$ cat src/rtl/core/lcq_pkg.sv
// ----------------------------------------------------------------------------
// lcq_pkg
// Shared codes and types for the line command queue.
// ----------------------------------------------------------------------------
package lcq_pkg;

	typedef enum logic [1:0] {
		KIND_BYTE  = 2'd0,
		KIND_READ  = 2'd1,
		KIND_CLEAR = 2'd2,
		KIND_NONE  = 2'd3
	} kind_t;

	typedef enum logic [3:0] {
		ST_IDLE    = 4'b0001,
		ST_COPY    = 4'b0010,
		ST_RD_LEN  = 4'b0100,
		ST_RD_CHAR = 4'b1000
	} state_t;

	localparam logic [7:0] CHAR_CR = 8'h0D;
	localparam logic [7:0] CHAR_LF = 8'h0A;

	localparam logic [7:0] READ_LIMIT_RESET = 8'd20;

endpackage

$ cat src/rtl/core/lcq_ram.sv
// ----------------------------------------------------------------------------
// lcq_ram
// Generic simple dual-port RAM, one write port, one registered read port.
// ----------------------------------------------------------------------------
module lcq_ram #(
	parameter int WIDTH  = 8,
	parameter int DEPTH  = 16,
	parameter int ADDR_W = (DEPTH > 1) ? $clog2(DEPTH) : 1
) (
	input  logic              clk,
	input  logic              we,
	input  logic [ADDR_W-1:0] waddr,
	input  logic [WIDTH-1:0]  wdata,
	input  logic              re,
	input  logic [ADDR_W-1:0] raddr,
	output logic [WIDTH-1:0]  rdata
);

	logic [WIDTH-1:0] mem [DEPTH];

	always_ff @(posedge clk) begin
		if (we) begin
			mem[waddr] <= wdata;
		end
		if (re) begin
			rdata <= mem[raddr];
		end
	end

endmodule

$ cat src/rtl/core/line_command_queue.sv
// ----------------------------------------------------------------------------
// line_command_queue
// Gathers received bytes into CR/LF terminated lines and queues whole lines.
// ----------------------------------------------------------------------------
// usage:
//   command channel: kind and rx_byte are taken at a clock edge with start
//   high and busy low. kind byte stores one character, or on CR/LF queues the
//   gathered line; kind read pops the oldest line; kind clear empties all.
//   config channel: cfg_data is written to read_limit when cfg_valid and
//   cfg_ready are high; cfg_ready is always high.
//   results: has_command, char_valid, char_value and last are shown for one
//   cycle with result_valid high; the receiver cannot stall them.
// timing:
//   an ordinary byte or a clear leaves busy low. a terminator that queues a
//   line copies it from the assembly RAM into the line RAM, one character a
//   cycle, with busy high until the last character is written. a read on an
//   empty ring or with read_limit 0 gives its result in the cycle after the
//   request; otherwise the length is read first, then one character per cycle
//   is shown. both RAMs have a registered read port.
// reset: ring and assembler empty, read_limit 20; RAM contents are only read
//   where written since, so no clearing pass runs.
// ----------------------------------------------------------------------------
module line_command_queue #(
	parameter int LINE_MAX    = 20,
	parameter int QUEUE_DEPTH = 8
) (
	input  logic       clk,
	input  logic       arst_n,
	input  logic       start,
	output logic       busy,
	input  logic [1:0] kind,
	input  logic [7:0] rx_byte,
	input  logic       cfg_valid,
	output logic       cfg_ready,
	input  logic [7:0] cfg_data,
	output logic       result_valid,
	output logic       has_command,
	output logic       char_valid,
	output logic [7:0] char_value,
	output logic       last
);

	localparam int CHARS = LINE_MAX - 1;
	localparam int LW    = $clog2(LINE_MAX);
	localparam int AAW   = (CHARS > 1) ? $clog2(CHARS) : 1;
	localparam int SW    = $clog2(QUEUE_DEPTH);
	localparam int HW    = $clog2(QUEUE_DEPTH + 1);
	localparam int SD    = QUEUE_DEPTH * LINE_MAX;
	localparam int SAW   = $clog2(SD);

	lcq_pkg::state_t state_q;

	logic [LW-1:0]  alen_q;
	logic [SW-1:0]  rslot_q;
	logic [SW-1:0]  wslot_q;
	logic [HW-1:0]  held_q;
	logic [7:0]     read_limit_q;
	logic [LW-1:0]  cp_cnt_q;
	logic           wr_pend_s1;
	logic [LW-1:0]  wr_idx_s1;
	logic [SAW-1:0] rbase_q;
	logic [LW-1:0]  n_q;
	logic [LW-1:0]  chr_cnt_q;

	logic           result_valid_q;
	logic           has_command_q;
	logic           char_valid_q;
	logic [7:0]     char_value_q;
	logic           last_q;

	logic           asm_we;
	logic [AAW-1:0] asm_waddr;
	logic           asm_re;
	logic [AAW-1:0] asm_raddr;
	logic [7:0]     asm_rdata;

	logic           st_we;
	logic [SAW-1:0] st_waddr;
	logic [7:0]     st_wdata;
	logic           st_re;
	logic [SAW-1:0] st_raddr;
	logic [7:0]     st_rdata;

	logic           accept;
	logic           is_term;
	logic           can_queue;
	logic           can_pop;
	logic           last_slot_r;
	logic           last_slot_w;
	logic [SAW-1:0] wbase;
	logic [SAW-1:0] rbase;
	logic [7:0]     len_clamp;
	logic [7:0]     limit_m1;
	logic [7:0]     n_calc;

	assign busy      = (state_q != lcq_pkg::ST_IDLE);
	assign cfg_ready = 1'b1;
	assign accept    = start && !busy;

	assign is_term     = (rx_byte == lcq_pkg::CHAR_CR) || (rx_byte == lcq_pkg::CHAR_LF);
	assign can_queue   = (alen_q != '0) && (held_q != HW'(QUEUE_DEPTH));
	assign can_pop     = (held_q != '0) && (read_limit_q != 8'd0);
	assign last_slot_r = (rslot_q == SW'(QUEUE_DEPTH - 1));
	assign last_slot_w = (wslot_q == SW'(QUEUE_DEPTH - 1));
	assign wbase       = SAW'(wslot_q) * SAW'(LINE_MAX);
	assign rbase       = SAW'(rslot_q) * SAW'(LINE_MAX);

	// slot layout: entry 0 holds the length, entries 1.. the characters
	assign len_clamp = (st_rdata > 8'(CHARS)) ? 8'(CHARS) : st_rdata;
	assign limit_m1  = read_limit_q - 8'd1;
	assign n_calc    = (limit_m1 < len_clamp) ? limit_m1 : len_clamp;

	always_comb begin
		asm_we    = 1'b0;
		asm_waddr = alen_q[AAW-1:0];
		asm_re    = 1'b0;
		asm_raddr = '0;
		st_we     = 1'b0;
		st_waddr  = wbase;
		st_wdata  = 8'(alen_q);
		st_re     = 1'b0;
		st_raddr  = rbase;
		case (state_q)
			lcq_pkg::ST_IDLE: begin
				if (accept && kind == lcq_pkg::KIND_BYTE) begin
					if (is_term) begin
						if (can_queue) begin
							st_we  = 1'b1;
							asm_re = 1'b1;
						end
					end else if (alen_q < LW'(CHARS)) begin
						asm_we = 1'b1;
					end
				end else if (accept && kind == lcq_pkg::KIND_READ && can_pop) begin
					st_re = 1'b1;
				end
			end
			lcq_pkg::ST_COPY: begin
				if (wr_pend_s1) begin
					st_we    = 1'b1;
					st_waddr = wbase + SAW'(1) + SAW'(wr_idx_s1);
					st_wdata = asm_rdata;
				end
				if (cp_cnt_q < alen_q) begin
					asm_re    = 1'b1;
					asm_raddr = cp_cnt_q[AAW-1:0];
				end
			end
			lcq_pkg::ST_RD_LEN: begin
				if (n_calc != 8'd0) begin
					st_re    = 1'b1;
					st_raddr = rbase_q + SAW'(1);
				end
			end
			lcq_pkg::ST_RD_CHAR: begin
				if ((chr_cnt_q + LW'(1)) < n_q) begin
					st_re    = 1'b1;
					st_raddr = rbase_q + SAW'(2) + SAW'(chr_cnt_q);
				end
			end
			default: begin
			end
		endcase
	end

	always_ff @(posedge clk or negedge arst_n) begin
		if (!arst_n) begin
			state_q        <= lcq_pkg::ST_IDLE;
			alen_q         <= '0;
			rslot_q        <= '0;
			wslot_q        <= '0;
			held_q         <= '0;
			read_limit_q   <= lcq_pkg::READ_LIMIT_RESET;
			cp_cnt_q       <= '0;
			wr_pend_s1     <= 1'b0;
			result_valid_q <= 1'b0;
		end else begin
			result_valid_q <= 1'b0;
			if (cfg_valid && cfg_ready) begin
				read_limit_q <= cfg_data;
			end
			case (state_q)
				lcq_pkg::ST_IDLE: begin
					if (accept) begin
						case (kind)
							lcq_pkg::KIND_BYTE: begin
								if (is_term) begin
									if (can_queue) begin
										cp_cnt_q   <= LW'(1);
										wr_pend_s1 <= 1'b1;
										state_q    <= lcq_pkg::ST_COPY;
									end else begin
										alen_q <= '0;
									end
								end else if (alen_q < LW'(CHARS)) begin
									alen_q <= alen_q + LW'(1);
								end else begin
									// line too long: drop it and start over
									alen_q <= '0;
								end
							end
							lcq_pkg::KIND_READ: begin
								if (can_pop) begin
									rslot_q <= last_slot_r ? '0 : rslot_q + SW'(1);
									held_q  <= held_q - HW'(1);
									state_q <= lcq_pkg::ST_RD_LEN;
								end else begin
									result_valid_q <= 1'b1;
								end
							end
							lcq_pkg::KIND_CLEAR: begin
								alen_q  <= '0;
								rslot_q <= '0;
								wslot_q <= '0;
								held_q  <= '0;
							end
							default: begin
							end
						endcase
					end
				end
				lcq_pkg::ST_COPY: begin
					if (cp_cnt_q < alen_q) begin
						cp_cnt_q   <= cp_cnt_q + LW'(1);
						wr_pend_s1 <= 1'b1;
					end else begin
						wr_pend_s1 <= 1'b0;
						if (wr_pend_s1) begin
							wslot_q <= last_slot_w ? '0 : wslot_q + SW'(1);
							held_q  <= held_q + HW'(1);
							alen_q  <= '0;
							state_q <= lcq_pkg::ST_IDLE;
						end
					end
				end
				lcq_pkg::ST_RD_LEN: begin
					if (n_calc == 8'd0) begin
						result_valid_q <= 1'b1;
						state_q        <= lcq_pkg::ST_IDLE;
					end else begin
						state_q <= lcq_pkg::ST_RD_CHAR;
					end
				end
				lcq_pkg::ST_RD_CHAR: begin
					result_valid_q <= 1'b1;
					if ((chr_cnt_q + LW'(1)) == n_q) begin
						state_q <= lcq_pkg::ST_IDLE;
					end
				end
				default: begin
					state_q <= lcq_pkg::ST_IDLE;
				end
			endcase
		end
	end

	// payload and copy/read bookkeeping, no reset needed
	always_ff @(posedge clk) begin
		case (state_q)
			lcq_pkg::ST_IDLE: begin
				wr_idx_s1     <= '0;
				rbase_q       <= rbase;
				has_command_q <= 1'b0;
				char_valid_q  <= 1'b0;
				char_value_q  <= 8'd0;
				last_q        <= 1'b1;
			end
			lcq_pkg::ST_COPY: begin
				wr_idx_s1 <= cp_cnt_q;
			end
			lcq_pkg::ST_RD_LEN: begin
				n_q           <= LW'(n_calc);
				chr_cnt_q     <= '0;
				has_command_q <= 1'b1;
				char_valid_q  <= 1'b0;
				char_value_q  <= 8'd0;
				last_q        <= 1'b1;
			end
			lcq_pkg::ST_RD_CHAR: begin
				chr_cnt_q     <= chr_cnt_q + LW'(1);
				has_command_q <= 1'b1;
				char_valid_q  <= 1'b1;
				char_value_q  <= st_rdata;
				last_q        <= ((chr_cnt_q + LW'(1)) == n_q);
			end
			default: begin
			end
		endcase
	end

	assign result_valid = result_valid_q;
	assign has_command  = has_command_q;
	assign char_valid   = char_valid_q;
	assign char_value   = char_value_q;
	assign last         = last_q;

	lcq_ram #(
		.WIDTH (8),
		.DEPTH (CHARS),
		.ADDR_W(AAW)
	) u_asm_ram (
		.clk  (clk),
		.we   (asm_we),
		.waddr(asm_waddr),
		.wdata(rx_byte),
		.re   (asm_re),
		.raddr(asm_raddr),
		.rdata(asm_rdata)
	);

	lcq_ram #(
		.WIDTH (8),
		.DEPTH (SD),
		.ADDR_W(SAW)
	) u_line_ram (
		.clk  (clk),
		.we   (st_we),
		.waddr(st_waddr),
		.wdata(st_wdata),
		.re   (st_re),
		.raddr(st_raddr),
		.rdata(st_rdata)
	);

endmodule

$ cat config.mk
export PLATFORM = sky130hd
export DESIGN_NAME = line_command_queue
export DESIGN_NICKNAME = d
export VERILOG_FILES = /design/src/rtl/core/lcq_pkg.sv /design/src/rtl/core/lcq_ram.sv /design/src/rtl/core/line_command_queue.sv
export SDC_FILE = /design/constraint.sdc
export NUM_CORES = 2
export LEC_CHECK = 0
export BUFFER_PORTS_ARGS = -buffer_cell sky130_fd_sc_hd__buf_2
export CORE_UTILIZATION = 55
export CTS_CLUSTER_SIZE = 8
export DETAILED_ROUTE_END_ITERATION = 12
export PLACE_DENSITY = 0.73
export SKIP_LAST_GASP = 1
export SYNTH_ARGS = -nofsm -noshare
export SYNTH_HDL_FRONTEND = slang
export SYNTH_SLANG_ARGS = --single-unit
export TNS_END_PERCENT = 10
$ cat constraint.sdc
create_clock -name clk -period 4.8 [get_ports clk]
set_input_delay 0.24 -clock clk [delete_from_list [all_inputs] [get_ports clk]]
set_output_delay 0.24 -clock clk [all_outputs]
set_load 0.05 [all_outputs]
==> summary.txt <==
Final layout
  – Layout cells sized above 1: 22.47%
  – Area Overhead vs Synth: 18.68%
  – Final core occ: 65.99%
  – Final Net Count: 4,435

Synth
  – Yosys cell types: 86
  – Synth top area share: 72.12%
  – Cells after Synth: 3,875
  – Most common cell in the netlist: edfxtp_1
  – Syn_area_per_cell: 15.90 um2
  – Synth Cell Area: 0.06162 mm2
  – Yosys top cell by area: edfxtp_1
  – Synth cell count leaders: 1,480 x edfxtp_1, 404 x nand2_1, 289 x nor2_1
  – Seq/Total Area, Yosys: 73.51%
  – Ys Warns: 0
  – Most used DFF post-synth: edfxtp_1
  – Post-synth ARST share: 2.246%
  – Post-synth EDFFs: 1,480
  – #FFs+latches synth: 1,514
  – Largest cells by area after synthesis: edfxtp_1 72%, mux4_2 4.9%, nand2_1 2.5%

Power and ir drop
  – Share of total power in the clock network: 33.1%
  – Peak supply drop: 0.4748 mV
  – Gate power share: 26.3%
  – Sw power: 12.09 mW
  – Sequential share of power: 40.6%
  – Internal power: 26.87 mW
  – Leak pwr: 25.42 nW
  – Switching Share: 31.04%
  – Pwr Density: 532.8 mW/mm2

Setup path
  – Critical Path AT: 5.70 ns
  – R2R setup slack: -0.33 ns
  – Setup Crit Path Kind: flop to flop
  – Critical path endpoint category: flop
  – Req. time, crit path: 5.37 ns
  – Crit Path Max Fanout: 5
  – Startpoint types: flop

Clock network
  – CTS Buf Count: 207
  – Worst-path clk slew: 0.05 ns
  – Max clock buf depth: 3
  – TritonCTS clock tree: done
  – Clk_lat worst skew: 0.81 ns
  – CTS H-tree depth: 4
  – CTS sink cnt: 1,514
  – Root Driver: clkbuf_16

Die
  – Rows: 122
  – Die H: 336.7 um
  – Top Ports: 36
  – Initial core utilization: 55.60%
  – Die area: 0.1134 mm2
  – Die width: 336.7 um
  – Core ar.: 0.1108 mm2

Global route
  – Antenna violations before repair: 2
  – Total Routing Usage GR: 30.11%
  – GR peak layer: met2
  – Met3 Use GR: 8.006%
  – Met2 Resource Use GR: 46.44%
  – First-pass GRT wire length: 249,500 um
  – Grt total ovfl: 0
  – Vias in the first global route: 38,842
  – Largest net degree at the start of global routing: 161
  – Grt met1 use: 39.35%

Timing
  – Worst hold slack: 0.07658 ns
  – Slew margin rel.: 16.27%
  – Count of pins over their slew limit: 0
  – Final WS setup: -0.3253 ns
  – Fin crit period: 5.125 ns
  – Setup Skew: 0.03773 ns
  – Tcrit/Tclk final: 106.8%
  – Final setup fails: 8
  – Worst Max-Slew Pin Slew: 1.256 ns
  – Fin. Hold Viols: 0
  – FMAX: 195.1 MHz
  – RSZ-0062 raised after global routing: true

Placed design
  – Buffers on Ports: 34
  – Dpl hpwl: 104,000 um
  – Global placer's final weighted congestion: 0.9658

Outcome
  – Outcome: finished, violations left
  – Failing checks: negative setup slack

Drt
  – Post-detailed-route wirelength per cell: 28.91 um
  – Drt first pass iters: 6
  – DRC viols: 0
  – DR vias/cell: 6.635
  – Final ANT Viol Nets: 0
  – Vias: 39,010
  – Drt first-iter violations: 5,429
  – WL final: 170,000 um

Min path
  – Hold crit path type: input pin to asynchronous set/reset pin

Job
  – Maxcap violations: 0
==> power by group through the flow <==
| stage | registers [mW] | clock network [mW] | logic (mW) |
|---|---|---|---|
| floorplan | 16.2 | 0 | 4.63 |
| global placement | 16.0 | 0 | 9.07 |
| global route | 15.8 | 13.5 | 10.6 |
| finish | 15.8 | 12.9 | 10.3 |
| detailed placement | 16.0 | 0 | 9.24 |
| CTS | 15.8 | 12.9 | 9.66 |
==> cell families after synthesis <==
| logic type | Yosys count | share of synthesized area (%) |
|---|---|---|
| flip-flops | 1514 | 73.51 |
| AND/OR/NAND/NOR | 995 | 7.245 |
| AO/OA/AOI/OAI | 787 | 9.281 |
| buffers and inverters | 284 | 2.248 |
| multiplexers | 224 | 6.410 |
| adder cells (fa/ha/maj) | 48 | 0.9868 |
| XOR/XNOR | 22 | 0.3127 |
| other | 1 | 0.006086 |
==> worst max-delay path, cell delays in order (launching register included) <==
cell and delay [ns]:
dfrtp_1 0.39, inv_2 0.08, ha_4 0.14, nor3b_4 0.19, xor2_1 0.22, ha_1 0.27
and3_4 0.17, a221oi_4 0.31, buf_4 0.16, buf_4 0.09, o22a_2 0.19, a21o_1 0.23
a22oi_4 0.09, buf_12 0.14, buf_4 0.14, o211ai_4 0.45, nand2_1 0.15, buf_4 0.17
nor4_1 0.30, buf_4 0.19, nor3_1 0.08, a32oi_1 0.18, o221ai_1 0.18, a221oi_2 0.40
==> state kept, by name (all words and copies together), names as in the netlist, 3 cells and up <==
signal / count
cp_cnt_q: 5
held_q: 4
u_asm_ram.mem: 152
chr_cnt_q: 5
wslot_q: 3
u_line_ram.mem: 1280
rslot_q: 3
n_q: 5
wr_idx_s1: 5
char_value: 8
read_limit_q: 8
state_q: 4
rbase_q: 6
u_line_ram.rdata: 8
u_asm_ram.rdata: 8
alen_q: 5
==> metrics by stage <==
stage / instance area [um2] / setup WS (ns) / std cells / setup TNS [ns] / total power, mW
floorplan: 61650 / 0.03498 / 3878 / 0 / 20.79
global placement: 66250 / -0.5608 / 5570 / -3.529 / 25.10
detailed placement: 66250 / -0.5851 / 5570 / -3.907 / 25.28
CTS: 72700 / -0.3206 / 5861 / -2.446 / 38.41
global route: 73130 / -0.4560 / 5877 / -3.499 / 39.92
finish: 73130 / -0.3253 / 5879 / -2.206 / 38.96
==> cell type report <==
type | instances | area (um2)
flip-flops and latches | 1514 | 45300
inverters | 37 | 141.4
repair buffers | 525 | 4626
well taps | 1488 | 1862
diodes | 2 | 5.005
clock buffers | 217 | 5239
multi-input cells | 2080 | 15640
clock inverters | 16 | 324.1
fillers | 7288 | 37690
==> timing repair <==
action	in CTS	in global routing
hold buffers	31	0
endpoints found under the setup margin	8	8
resized for setup	67	65
gates cloned	4	1
hold endpoints to repair	200	0
pin swaps	20	27
setup buffers	23	17
==> cells in the final DEF, fill, tap and decap left out, types with 59 or more instances in the layout <==
cell type	count
mux2i_1	59
mux4_2	134
a221oi_1	99
a21oi_1	129
nor2_1	285
o21ai_0	85
a211oi_1	84
nand2_1	401
and3_1	60
clkbuf_16	208
buf_4	394
edfxtp_1	1480
==> path summary, 6_finish.rpt <==
kind,from,endpoint,cells past startpoint
hold reg to reg,held_q[2],held_q[2],1
max in group asynchronous,arst_n,cp_cnt_q[2],2
hold / removal,arst_n,alen_q[1],2
setup / recovery,read_limit_q[0],u_line_ram.rdata[7],23
setup reg to reg,read_limit_q[0],u_line_ram.rdata[7],23
min in group clk,kind[1],state_q[1],5
==> layer usage <==
metal / vias to the layer above / routed length (um)
met1: 19564 / 62060
met4: 2 / 9369
li1: 16400 / -
met2: 2560 / 79370
met5: - / 13
met3: 484 / 19170
(Power assumes the default switching activity.)
